`src/rtl/chebyshev_waveshaper_top_assert.svh`:
```
// Assertion macros shared by the waveshaper RTL, empty for synthesis.
`ifndef CHEBYSHEV_WAVESHAPER_TOP_ASSERT_SVH
`define CHEBYSHEV_WAVESHAPER_TOP_ASSERT_SVH
`ifndef SYNTHESIS
`define CWS_ASSERT_IMPL(lbl, ante, cons) \
  lbl: assert property (@(posedge clk_i) disable iff (!rst_ni) (ante) |-> (cons)) \
    else $error("waveshaper assertion failed");
`define CWS_ASSERT_NEXT(lbl, ante, cons) \
  lbl: assert property (@(posedge clk_i) disable iff (!rst_ni) (ante) |=> (cons)) \
    else $error("waveshaper assertion failed");
`else
`define CWS_ASSERT_IMPL(lbl, ante, cons)
`define CWS_ASSERT_NEXT(lbl, ante, cons)
`endif
`endif

```
`src/rtl/cws_pkg.sv`:
```
// Shared constants and types of the Chebyshev waveshaper.
package cws_pkg;

  localparam int DATA_WIDTH  = 24;
  localparam int MAX_TERMS   = 32;
  localparam int IDX_W       = $clog2(MAX_TERMS);
  localparam int IDX_FIELD_W = 5;
  localparam int CFG_W       = 6;
  localparam int FRAC_X      = DATA_WIDTH - 1;
  localparam int FRAC_C      = DATA_WIDTH - 4;

  // Chebyshev values span [-1.0, +1.0], so +1.0 needs one bit more than a sample.
  localparam int T_W    = DATA_WIDTH + 1;
  localparam int PROD_W = DATA_WIDTH + T_W;
  localparam int ACC_W  = PROD_W + IDX_W + 1;

  localparam logic ACT_SAMPLE = 1'b0;
  localparam logic ACT_WRITE  = 1'b1;

  typedef logic signed [DATA_WIDTH-1:0] coef_t;

  typedef struct packed {
    logic             en;
    logic [IDX_W-1:0] addr;
    coef_t            data;
  } coef_wr_t;

endpackage

```
`src/rtl/cws_in_if.sv`:
```
// Input channel of the waveshaper: samples and coefficient writes.
interface cws_in_if;
  logic                                 valid;
  logic                                 ready;
  logic                                 action;
  logic [cws_pkg::IDX_FIELD_W-1:0]      coeff_index;
  logic signed [cws_pkg::DATA_WIDTH-1:0] coeff_value;
  logic signed [cws_pkg::DATA_WIDTH-1:0] sample;

  modport source (output valid, action, coeff_index, coeff_value, sample, input ready);
  modport sink   (input valid, action, coeff_index, coeff_value, sample, output ready);
endinterface

```
`src/rtl/cws_out_if.sv`:
```
// Output channel of the waveshaper: shaped samples with their clip flag.
interface cws_out_if;
  logic                                 valid;
  logic                                 ready;
  logic signed [cws_pkg::DATA_WIDTH-1:0] shaped_sample;
  logic                                 saturated;

  modport source (output valid, shaped_sample, saturated, input ready);
  modport sink   (input valid, shaped_sample, saturated, output ready);
endinterface

```
`src/rtl/cws_coef_mem.sv`:
```
// Coefficient table: synchronous single-port-read memory with per-entry valid bits.
module cws_coef_mem (
  input  logic                           clk_i,
  input  logic                           rst_ni,
  input  cws_pkg::coef_wr_t              wr_i,
  input  logic [cws_pkg::IDX_W-1:0]      rd_addr_i,
  output cws_pkg::coef_t                 rd_data_o
);

  cws_pkg::coef_t                 mem [cws_pkg::MAX_TERMS];
  logic [cws_pkg::MAX_TERMS-1:0]  vld_q;
  cws_pkg::coef_t                 rd_data_q;
  logic                           rd_vld_q;

  always_ff @(posedge clk_i) begin
    if (wr_i.en) begin
      mem[wr_i.addr] <= wr_i.data;
    end
    rd_data_q <= mem[rd_addr_i];
  end

  // An entry never written reads as zero, which is its value after reset.
  always_ff @(posedge clk_i or negedge rst_ni) begin
    if (!rst_ni) begin
      vld_q    <= '0;
      rd_vld_q <= 1'b0;
    end else begin
      if (wr_i.en) begin
        vld_q[wr_i.addr] <= 1'b1;
      end
      rd_vld_q <= vld_q[rd_addr_i];
    end
  end

  assign rd_data_o = rd_vld_q ? rd_data_q : '0;

endmodule

```
`src/rtl/chebyshev_waveshaper_top.sv`:
```
// Top level of the Chebyshev polynomial waveshaper.
// A sample transfer starts a run that evaluates one polynomial term per clock, reading the
// coefficient table memory once per term while the recurrence produces the next Chebyshev
// value; the run is followed by a drain state and a finish state, in which the result is
// loaded into the output register once that register is free or being read. Only then is the
// next item taken. A coefficient write gives no result. The output register lets a new item
// be accepted while an earlier result still waits for its transfer.
`include "chebyshev_waveshaper_top_assert.svh"

module chebyshev_waveshaper_top (
  input  logic                       clk_i,
  input  logic                       rst_ni,
  input  logic                       cfg_we_i,
  input  logic [cws_pkg::CFG_W-1:0]  cfg_wdata_i,
  cws_in_if.sink                     in_i,
  cws_out_if.source                  out_o
);

  localparam int DW = cws_pkg::DATA_WIDTH;
  localparam int TW = cws_pkg::T_W;
  localparam int PW = cws_pkg::PROD_W;
  localparam int AW = cws_pkg::ACC_W;
  localparam int IW = cws_pkg::IDX_W;
  localparam int RW = DW + 3;
  localparam int YW = AW - cws_pkg::FRAC_C;

  localparam logic [1:0] ST_IDLE   = 2'd0;
  localparam logic [1:0] ST_RUN    = 2'd1;
  localparam logic [1:0] ST_DRAIN  = 2'd2;
  localparam logic [1:0] ST_FINISH = 2'd3;

  localparam logic signed [TW-1:0] T_ONE     = TW'(1) << cws_pkg::FRAC_X;
  localparam logic signed [TW-1:0] T_NEG_ONE = -T_ONE;
  localparam logic signed [PW-1:0] REC_HALF  = PW'(1) << (cws_pkg::FRAC_X - 2);
  localparam logic signed [AW-1:0] ACC_HALF  = AW'(1) << (cws_pkg::FRAC_C - 1);
  localparam logic signed [DW-1:0] OUT_HI    = {1'b0, {(DW-1){1'b1}}};
  localparam logic signed [DW-1:0] OUT_LO    = {1'b1, {(DW-1){1'b0}}};

  logic [1:0]              state_q, state_d;
  logic [IW-1:0]           k_q, k_d;
  logic [IW-1:0]           last_q, last_d;
  logic                    prod_vld_q;
  logic                    out_vld_q, out_vld_d;

  logic signed [DW-1:0]    x_q;
  logic signed [TW-1:0]    t_prev_q, t_cur_q;
  logic signed [PW-1:0]    prod_q;
  logic signed [AW-1:0]    acc_q;
  logic signed [DW-1:0]    out_smp_q;
  logic                    out_sat_q;

  logic                    in_acc, smp_start, load;
  cws_pkg::coef_wr_t       wr;
  logic [IW-1:0]           rd_addr;
  cws_pkg::coef_t          coef;

  logic signed [PW-1:0]    xt, xt_rnd, prod_d;
  logic signed [RW-1:0]    xt_sh, t_diff;
  logic signed [TW-1:0]    t_next;
  logic signed [AW-1:0]    acc_sum, acc_rnd;
  logic signed [YW-1:0]    y_wide;
  logic signed [DW-1:0]    y;
  logic                    y_sat;

  // Handshake and memory access.
  assign in_i.ready = (state_q == ST_IDLE);
  assign in_acc     = in_i.valid && in_i.ready;
  assign smp_start  = in_acc && (in_i.action == cws_pkg::ACT_SAMPLE);

  assign wr.en   = in_acc && (in_i.action == cws_pkg::ACT_WRITE) &&
                   (int'(in_i.coeff_index) < cws_pkg::MAX_TERMS);
  assign wr.addr = IW'(in_i.coeff_index);
  assign wr.data = in_i.coeff_value;

  // The read for term k+1 is issued while term k is worked on; slot 0 is read at the start.
  assign rd_addr = (state_q == ST_RUN) ? k_q + IW'(1) : '0;

  cws_coef_mem u_coef_mem (
    .clk_i     (clk_i),
    .rst_ni    (rst_ni),
    .wr_i      (wr),
    .rd_addr_i (rd_addr),
    .rd_data_o (coef)
  );

  // Recurrence T(n+1) = 2x*T(n) - T(n-1), rounded half up and clamped to [-1, +1].
  assign xt     = x_q * t_cur_q;
  assign xt_rnd = xt + REC_HALF;
  assign xt_sh  = $signed(xt_rnd[PW-1:cws_pkg::FRAC_X-1]);
  assign t_diff = xt_sh - RW'(t_prev_q);

  always_comb begin
    if (t_diff > RW'(T_ONE)) begin
      t_next = T_ONE;
    end else if (t_diff < RW'(T_NEG_ONE)) begin
      t_next = T_NEG_ONE;
    end else begin
      t_next = $signed(t_diff[TW-1:0]);
    end
  end

  assign prod_d = coef * t_cur_q;

  // The accumulator is wide enough for every term sum, so it never overflows.
  assign acc_sum = acc_q + AW'(prod_q);
  assign acc_rnd = acc_q + ACC_HALF;
  assign y_wide  = $signed(acc_rnd[AW-1:cws_pkg::FRAC_C]);

  always_comb begin
    y_sat = 1'b0;
    if (y_wide > YW'(OUT_HI)) begin
      y     = OUT_HI;
      y_sat = 1'b1;
    end else if (y_wide < YW'(OUT_LO)) begin
      y     = OUT_LO;
      y_sat = 1'b1;
    end else begin
      y = $signed(y_wide[DW-1:0]);
    end
  end

  // Term count register, held as the index of the last term.
  always_comb begin
    last_d = last_q;
    if (cfg_we_i) begin
      if (cfg_wdata_i < cws_pkg::CFG_W'(2)) begin
        last_d = IW'(1);
      end else if (int'(cfg_wdata_i) > cws_pkg::MAX_TERMS) begin
        last_d = IW'(cws_pkg::MAX_TERMS - 1);
      end else begin
        last_d = IW'(cfg_wdata_i - cws_pkg::CFG_W'(1));
      end
    end
  end

  assign load = (state_q == ST_FINISH) && (!out_vld_q || out_o.ready);

  always_comb begin
    state_d = state_q;
    k_d     = k_q;
    case (state_q)
      ST_IDLE: begin
        if (smp_start) begin
          state_d = ST_RUN;
          k_d     = '0;
        end
      end
      ST_RUN: begin
        if (k_q == last_q) begin
          state_d = ST_DRAIN;
        end else begin
          k_d = k_q + IW'(1);
        end
      end
      ST_DRAIN: begin
        state_d = ST_FINISH;
      end
      ST_FINISH: begin
        if (load) begin
          state_d = ST_IDLE;
        end
      end
      default: begin
        state_d = ST_IDLE;
      end
    endcase
  end

  always_comb begin
    out_vld_d = out_vld_q;
    if (load) begin
      out_vld_d = 1'b1;
    end else if (out_o.ready) begin
      out_vld_d = 1'b0;
    end
  end

  always_ff @(posedge clk_i or negedge rst_ni) begin
    if (!rst_ni) begin
      state_q    <= ST_IDLE;
      k_q        <= '0;
      last_q     <= IW'(1);
      prod_vld_q <= 1'b0;
      out_vld_q  <= 1'b0;
    end else begin
      state_q    <= state_d;
      k_q        <= k_d;
      last_q     <= last_d;
      prod_vld_q <= (state_q == ST_RUN);
      out_vld_q  <= out_vld_d;
    end
  end

  always_ff @(posedge clk_i) begin
    if (smp_start) begin
      x_q      <= in_i.sample;
      t_prev_q <= T_ONE;
      t_cur_q  <= TW'(in_i.sample);
      acc_q    <= '0;
    end else begin
      if (state_q == ST_RUN) begin
        t_prev_q <= t_cur_q;
        t_cur_q  <= t_next;
      end
      if (prod_vld_q) begin
        acc_q <= acc_sum;
      end
    end
    if (state_q == ST_RUN) begin
      prod_q <= prod_d;
    end
    if (load) begin
      out_smp_q <= y;
      out_sat_q <= y_sat;
    end
  end

  assign out_o.valid         = out_vld_q;
  assign out_o.shaped_sample = out_smp_q;
  assign out_o.saturated     = out_sat_q;

  `CWS_ASSERT_NEXT(a_start_runs, smp_start, state_q == ST_RUN)
  `CWS_ASSERT_IMPL(a_k_bound, state_q == ST_RUN, k_q <= last_q)
  `CWS_ASSERT_IMPL(a_t_range, state_q == ST_RUN, (t_cur_q <= T_ONE) && (t_cur_q >= T_NEG_ONE))
  `CWS_ASSERT_IMPL(a_prod_after_run, prod_vld_q, $past(state_q) == ST_RUN)
  `CWS_ASSERT_IMPL(a_terms_min, state_q == ST_RUN, last_q >= IW'(1))

endmodule
```
`src/flat_wrapper.sv`:
```
// flat-port wrapper written by rule: the top's interface ports become plain ports
module chebyshev_waveshaper_top_flat 
  (clk_i, rst_ni, cfg_we_i, cfg_wdata_i, in_i_valid, in_i_action, in_i_coeff_index, in_i_coeff_value, in_i_sample, in_i_ready, out_o_valid, out_o_shaped_sample, out_o_saturated, out_o_ready);
  cws_in_if in_i_i ();
  cws_out_if out_o_i ();
  input  logic clk_i;
  input  logic rst_ni;
  input  logic cfg_we_i;
  input  logic [cws_pkg::CFG_W-1:0] cfg_wdata_i;
  input wire logic [$bits(in_i_i.valid)-1:0] in_i_valid;
  input wire logic [$bits(in_i_i.action)-1:0] in_i_action;
  input wire logic [$bits(in_i_i.coeff_index)-1:0] in_i_coeff_index;
  input wire logic [$bits(in_i_i.coeff_value)-1:0] in_i_coeff_value;
  input wire logic [$bits(in_i_i.sample)-1:0] in_i_sample;
  output wire logic [$bits(in_i_i.ready)-1:0] in_i_ready;
  output wire logic [$bits(out_o_i.valid)-1:0] out_o_valid;
  output wire logic [$bits(out_o_i.shaped_sample)-1:0] out_o_shaped_sample;
  output wire logic [$bits(out_o_i.saturated)-1:0] out_o_saturated;
  input wire logic [$bits(out_o_i.ready)-1:0] out_o_ready;
  assign in_i_i.valid = in_i_valid;
  assign in_i_i.action = in_i_action;
  assign in_i_i.coeff_index = in_i_coeff_index;
  assign in_i_i.coeff_value = in_i_coeff_value;
  assign in_i_i.sample = in_i_sample;
  assign in_i_ready = in_i_i.ready;
  assign out_o_valid = out_o_i.valid;
  assign out_o_shaped_sample = out_o_i.shaped_sample;
  assign out_o_saturated = out_o_i.saturated;
  assign out_o_i.ready = out_o_ready;
  chebyshev_waveshaper_top u_core (.clk_i(clk_i), .rst_ni(rst_ni), .cfg_we_i(cfg_we_i), .cfg_wdata_i(cfg_wdata_i), .in_i(in_i_i), .out_o(out_o_i));
endmodule
```
`config.mk`:
```
export PLATFORM = sky130hd
export DESIGN_NAME = chebyshev_waveshaper_top_flat
export DESIGN_NICKNAME = d
export VERILOG_FILES = /design/src/rtl/cws_pkg.sv /design/src/rtl/cws_in_if.sv /design/src/rtl/cws_out_if.sv /design/src/rtl/cws_coef_mem.sv /design/src/rtl/chebyshev_waveshaper_top.sv /design/src/flat_wrapper.sv
export VERILOG_INCLUDE_DIRS = /design/src /design/src/rtl
export SDC_FILE = /design/constraint.sdc
export NUM_CORES = 2
export LEC_CHECK = 0
export BUFFER_PORTS_ARGS = -buffer_cell sky130_fd_sc_hd__buf_2
export CAP_MARGIN = 15
export CORE_ASPECT_RATIO = 1.75
export CORE_UTILIZATION = 30
export DETAILED_ROUTE_END_ITERATION = 10
export GPL_ROUTABILITY_DRIVEN = 0
export PLACE_DENSITY = 0.49
export SYNTH_ARGS = -nofsm -noshare
export SYNTH_HDL_FRONTEND = slang
export SYNTH_SLANG_ARGS = --single-unit
```
`constraint.sdc`:
```
create_clock -name clk_i -period 30.5 [get_ports clk_i]
set_input_delay 1.525 -clock clk_i [delete_from_list [all_inputs] [get_ports clk_i]]
set_output_delay 1.525 -clock clk_i [all_outputs]
set_load 0.01 [all_outputs]
```
## Yosys cells after proc, flatten, opt, wreduce, memory -nomap -nowiden

Memories as Yosys holds them, arrays and structs flattened. A register that Yosys moved wholly into a read port is not among the register bits.
Cells that the tools add are included.

- Register bits: 250
- Bits in writable memories: 768
- Input bits: 65
- Word-level logic and storage cells: 80
- Memories kept: 1

- Add/subtract/negate cells: 6
- $mul: 2
- $lt $le $gt $ge: 9
- Equal/unequal tests: 8
- Muxes and demuxes: 25
- Bitwise logic cells: 2
- Reduce and logical (&&, ||, !) cells: 13

Memory list:

| name | depth | width | read ports | clocked after memory_dff | write ports | line | source |
|---|---|---|---|---|---|---|---|
| u_core.u_coef_mem.mem | 32 | 24 | 1 | 1 | 1 | cws_coef_mem.sv:10 | `cws_pkg::coef_t mem [cws_pkg::MAX_TERMS];` |

Operators by type and width:

| kind | number |
|---|---|
| 25-bit 2-to-1 mux | 4 |
| 24-bit by 25-bit multiplier with 49-bit output | 2 |
| 55-bit by 21-bit adder with 55-bit output, second input constant | 1 |
| 55-bit by 49-bit adder with 55-bit output | 1 |
| 49-bit by 23-bit adder with 49-bit output, second input constant | 1 |
| 24-bit 2-to-1 mux | 2 |
| 35-bit by 24-bit > comparator with 1-bit output, second input constant | 1 |
| 35-bit by 24-bit < comparator with 1-bit output, second input constant | 1 |
| 32-bit OR | 1 |
| 27-bit by 25-bit > comparator with 1-bit output, second input constant | 1 |
| 27-bit by 24-bit < comparator with 1-bit output, second input constant | 1 |
| 27-bit by 25-bit subtractor with 27-bit output | 1 |
| 5-bit 2-to-1 mux | 5 |
| 5-bit by 6-bit < comparator with 1-bit output, second input constant | 2 |
| 5-bit case mux with 2 select lines | 1 |
| 2-bit case mux with 4 select lines | 1 |
| 1-bit 2-to-1 mux | 7 |
| 6-bit > comparator, second input constant | 1 |
| 6-bit by 2-bit < comparator with 1-bit output, second input constant | 1 |
| 2-bit 2-to-1 mux | 3 |
| 3-bit AND reduction | 2 |
| 2-bit nonzero test | 3 |
| 5-bit by 1-bit adder with 5-bit output, second input constant | 1 |
| 1-bit binary-select mux with 5-bit select | 1 |
| other kinds (13) | 20 |

## Longest topological paths before layout

- Depth in word-level cells: 8
- Mapped depth: 44
- Mapped depth without buffers: 41

## By module

Synthesis repeated with hierarchy kept, for this count alone.

- Cell total of the unflattened synthesis: 7,784
- Area, all modules: 87,953.1 µm²

Modules (own cells, without submodules):

| module | times used | cells each | area each (µm²) |
|---|---|---|---|
| chebyshev_waveshaper_top | 1 | 5,948 | 55,927.4 |
| cws_coef_mem | 1 | 1,836 | 32,025.7 |

## Worst setup path after synthesis

OpenSTA, ideal clock, no wires.

- Kind: register to register
- Start: register u_core.t_cur_q[14]
- End: register u_core.t_cur_q[7], data pin
- Arrival time: 10.200 ns
- Required time: 30.369 ns
- Path slack: 20.169 ns
- Stages on the path, launching flop included: 37
- Cell sequence: edfxtp_1 > clkbuf_1 > clkbuf_1 > nand2_1 > fa_1 > fa_1 > fa_1 > fa_1 > inv_1 > fa_1 > fa_1 > inv_1 > fa_1 > inv_1 > ha_1 > a211oi_1 > nor2_1 > a2111oi_0 > a21oi_1 > or3b_1 > a21bo_2 > o41a_1 > a21oi_1 > xnor2_1 > ha_1 > and4_1 > a211o_1 > a311oi_1 > o21bai_1 > or4_1 > or4_1 > or4b_1 > and4bb_1 > o211ai_2 > mux2i_4 > buf_6 > a22o_1

- Cells in the longest elaborated chain, start to end: 8
- Elaborated cells between the ends (all ways): 9
- Classes of those cells: add/sub: 2; mul: 1; order compare: 2; mux: 4

Ends and longest elaborated chain:

| item | line | source |
|---|---|---|
| start, declared | chebyshev_waveshaper_top.sv:46 | `logic signed [TW-1:0] t_prev_q, t_cur_q;` |
| start signal, assigned | chebyshev_waveshaper_top.sv:198 | `t_cur_q <= TW'(in_i.sample);` |
| start signal, assigned | chebyshev_waveshaper_top.sv:203 | `t_cur_q <= t_next;` |
| 24-bit by 25-bit multiplier with 49-bit output * | chebyshev_waveshaper_top.sv:87 | `assign xt = x_q * t_cur_q;` |
| 49-bit by 23-bit adder with 49-bit output * | chebyshev_waveshaper_top.sv:88 | `assign xt_rnd = xt + REC_HALF;` |
| 27-bit by 25-bit subtractor with 27-bit output * | chebyshev_waveshaper_top.sv:90 | `assign t_diff = xt_sh - RW'(t_prev_q);` |
| 27-bit by 24-bit < comparator with 1-bit output | chebyshev_waveshaper_top.sv:95 | `end else if (t_diff < RW'(T_NEG_ONE)) begin` |
| 25-bit 2-to-1 mux | chebyshev_waveshaper_top.sv:95 |  |
| 25-bit 2-to-1 mux * | chebyshev_waveshaper_top.sv:93 | `if (t_diff > RW'(T_ONE)) begin` |
| 25-bit 2-to-1 mux * | chebyshev_waveshaper_top.sv:201 | `if (state_q == ST_RUN) begin` |
| 25-bit 2-to-1 mux * | chebyshev_waveshaper_top.sv:195 | `if (smp_start) begin` |

Mark *: on every way between the ends. The rest lies on a longest branch, timed or not. The select of a mux whose other input is x is not followed.
A chain may end at the register's enable or synchronous reset.

## Worst setup path in the final report

- Start: register u_core.t_cur_q[11]
- End: register u_core.t_cur_q[19], data pin

Same word-level chain as after synthesis.

==> results.sh <==
export IMPL_status="complete, no violations"
export IMPL_cp_required_ns=31.03
export IMPL_firstDrtPassIters=5
export IMPL_synth_nets=9047
export IMPL_cts_setup_buffers=0
export IMPL_path_class="flip-flop to flip-flop"
export IMPL_instances_no_fill=11190
export IMPL_synth_area_um2=86200
export IMPL_gr_max_usage_layer="met2"
export IMPL_wl_per_cell_um=23.5
export IMPL_yosys_area_top_type="edfxtp_1"
export IMPL_final_fill_count=28540
export IMPL_dp_hpwl_um=188000
export IMPL_pin_count=92
export IMPL_fin_setup_tns_ns=0
export IMPL_area_growth_pct=9.79
export IMPL_worst_path_max_fanout=25
export IMPL_postPlaceCellArea_um2=91100
export IMPL_slew_headroom=0.227
export IMPL_synth_area_leaders="edfxtp_1, fa_1, inv_1"
export IMPL_rsz0062_at_grt="false"
export IMPL_core_rowCount=260
export IMPL_drt_iter0_markers=3414
export IMPL_tightest_slew_ns=1.16
export IMPL_cp_data_arrival_time_ns=13.09
export IMPL_final_cell_area_um2=94600
export IMPL_htreeDepth=3
export IMPL_cts_buffers=105
export IMPL_wl_um=263000
export IMPL_synthCells=7368
export IMPL_drc=0
export IMPL_min_from="u_core.u_coef_mem.vld_q[5]$_DFFE_PN0P_"
export IMPL_endpoint_kind="flip-flop"
export IMPL_die_height_um=711
export IMPL_antenna_found_initial=25
export IMPL_clkTransAtPathRegs_ns=0.07
export IMPL_yosys_most_used_dff="edfxtp_1"
export IMPL_maxCapViolations=0
export IMPL_use_met3=0.0191
export IMPL_synth_edf_count=891
export IMPL_grt_max_degree=148
export IMPL_synth_top_area_share=0.311
export IMPL_synthTopCellsByCount="inv_1, fa_1, edfxtp_1"
export IMPL_cts_max_path_buffers=3
export IMPL_postSynthAreaPerCell_um2=11.7
export IMPL_grt_util_met2=0.348
export IMPL_min_period_over_period=0.412
export IMPL_critPathLaunchType="flip-flop"
export IMPL_timing_hold_worst_class="flip-flop to flip-flop"
export IMPL_fin_nets=8968
export IMPL_fmax_mhz=79.6
export IMPL_cts_tree="done"
export IMPL_setup_violations_final=0
export IMPL_async_flop_share=0.0451
export IMPL_finalHoldViolCount=0
export IMPL_grt_overflow_total=0
export IMPL_yosysWarningCount=0
export IMPL_numClockSinks=1042
export IMPL_gr_usage_met1=0.189
export IMPL_grt_pass1_vias=61980
export IMPL_grt_pass1_wl_um=394000
export IMPL_viasPerCell=4.95
export IMPL_cts_resized=0
export IMPL_setup_worst_path_start="u_core.t_cur_q[11]$_DFFE_PP_"
export IMPL_synth_cell_type_count=90
export IMPL_cts_root_buf="clkbuf_16"
export IMPL_clock_skew_ns=0.106
export IMPL_start_util=0.301
export IMPL_die_area_um2=289000
export IMPL_clock_latency_ns=0.77
export IMPL_dp_cells=10979
export IMPL_yosysSeqAreaShare=0.348
export IMPL_slowest_stage="mux2i_4"
export IMPL_fp_dieW_um=407
export IMPL_cp_common_cell="fa_1"
export IMPL_period_minus_slack_ns=12.56
export IMPL_postRouteAntennaNets=0
export IMPL_ys_seq_elements=1042
export IMPL_drv_slew=0
export IMPL_r2r_start="u_core.t_cur_q[11]$_DFFE_PP_"
export IMPL_vias=55422
export IMPL_design_core_area_um2=286000
export IMPL_port_buffers=91
export IMPL_max_stage_delay_ns=0.84
export IMPL_drive_gt1_frac=0.0910
export IMPL_yosysMostFrequentCell="inv_1"
export IMPL_grt_usage=0.183
export IMPL_cts_hold_buf=0
-- routing by layer --
metal  up-vias  share of wire
met3       633          0.036
met4        12          0.073
met1     29381           0.34
li1      24013              -
met2      1383           0.55
met5         -        0.00026
-- critical path, delay by kind of cell, from the launching register on --
family,cells,cell delay (ns)
fa+ha+maj,9,4.10
compound gates,12,3.09
simple gates,8,2.52
buf+inv,7,1.17
mux,1,0.84
flops,1,0.48
xor+xnor,1,0.10
-- state kept, by name (all words and copies together), names as in the netlist --
name / count
u_core.out_o.valid: 1
u_core.out_o.saturated: 1
u_core.u_coef_mem.rd_vld_q: 1
u_core.out_o.shaped_sample: 24
u_core.u_coef_mem.vld_q: 32
u_core.state_q: 2
u_core.last_q: 5
u_core.prod_vld_q: 1
u_core.x_q: 24
u_core.k_q: 5
u_core.acc_q: 55
u_core.u_coef_mem.rd_data_q: 24
u_core.prod_q: 49
u_core.u_coef_mem.mem: 768
u_core.t_prev_q: 25
u_core.t_cur_q: 25
-- cell type report --
type	count	area, µm²	share of cell area
clock inverters	54	582	0.00615
flip-flops and latches	1042	30000	0.317
diodes	9	22.5	0.000238
clock buffers	146	2850	0.0301
inverters	1284	4820	0.0510
multi-input cells	4636	50100	0.529
repair buffers	220	1470	0.0155
well taps	3799	4750	0.0502
-- path summary, 6_finish.rpt --
path	cells after the start	slack, ns	to
hold reg to reg	1	0.46	u_core.u_coef_mem.vld_q[5]$_DFFE_PN0P_
setup reg to reg	38	17.94	u_core.t_cur_q[19]$_DFFE_PP_
min in group asynchronous	2	0.87	u_core.prod_vld_q$_DFF_PN0_
hold / removal	1	0.46	u_core.u_coef_mem.vld_q[5]$_DFFE_PN0P_
max in group asynchronous	2	29.01	u_core.k_q[0]$_DFFE_PN0P_
setup / recovery	38	17.94	u_core.t_cur_q[19]$_DFFE_PP_
-- cell families (layout without fill, tap and decap cells) --
logic type                 Yosys count  in the layout  share of synthesized area
DFF                               1042           1042                      0.348
and+or+nand+nor                   1772           1772                      0.100
xor gates and xnor gates           194            194                     0.0199
muxes                              254            254                     0.0519
buffers and inverters             1690           1704                     0.0740
AOI/OAI and AO/OA                  802            802                     0.0614
other                                0              9                          0
adders and majority gates         1614           1614                      0.344
-- cells in the final DEF, fill, tap and decap left out, types with 26 or more instances in the layout --
master     synthesis  layout
inv_1           1283    1283
fa_1            1261    1261
nand2_1          747     743
dfxtp_1          104     104
ha_1             353     352
nand4_1           28      28
and2_1           298     301
and3_1           222     222
nand2b_1          28      28
buf_2              0      91
clkbuf_1         371      34
o21ai_1           26      26
or2_2             60      60
nor2_1           220     188
xnor2_1          131     131
a21oi_1          137     137
edfxtp_1         891     891
dfrtp_1           46      43
buf_4              1     126
a21o_1            66      66
nand3_1           64      64
clkbuf_16          0     105
mux2i_1           73      73
mux4_2           150     150
o21ai_0          178     178
o221ai_1         104     104
xor2_1            62      62
o22ai_1          107     107
nor2_4             0      32
mux2_2            29      29
-- through the flow --
step                      hold WS, ns  worst slack [ns]  utilization
after CTS                       0.467             17.90        0.331
after global routing            0.476             17.36        0.331
after detailed placement        0.451             18.00        0.319
after floorplan                 0.434             20.17            -
after global placement          0.445             17.45        0.319
final                           0.461             17.94        0.331
Power is left out: the tool's default activity adds up to more than one toggle a clock period on the data nets, which glitch-free logic cannot reach.
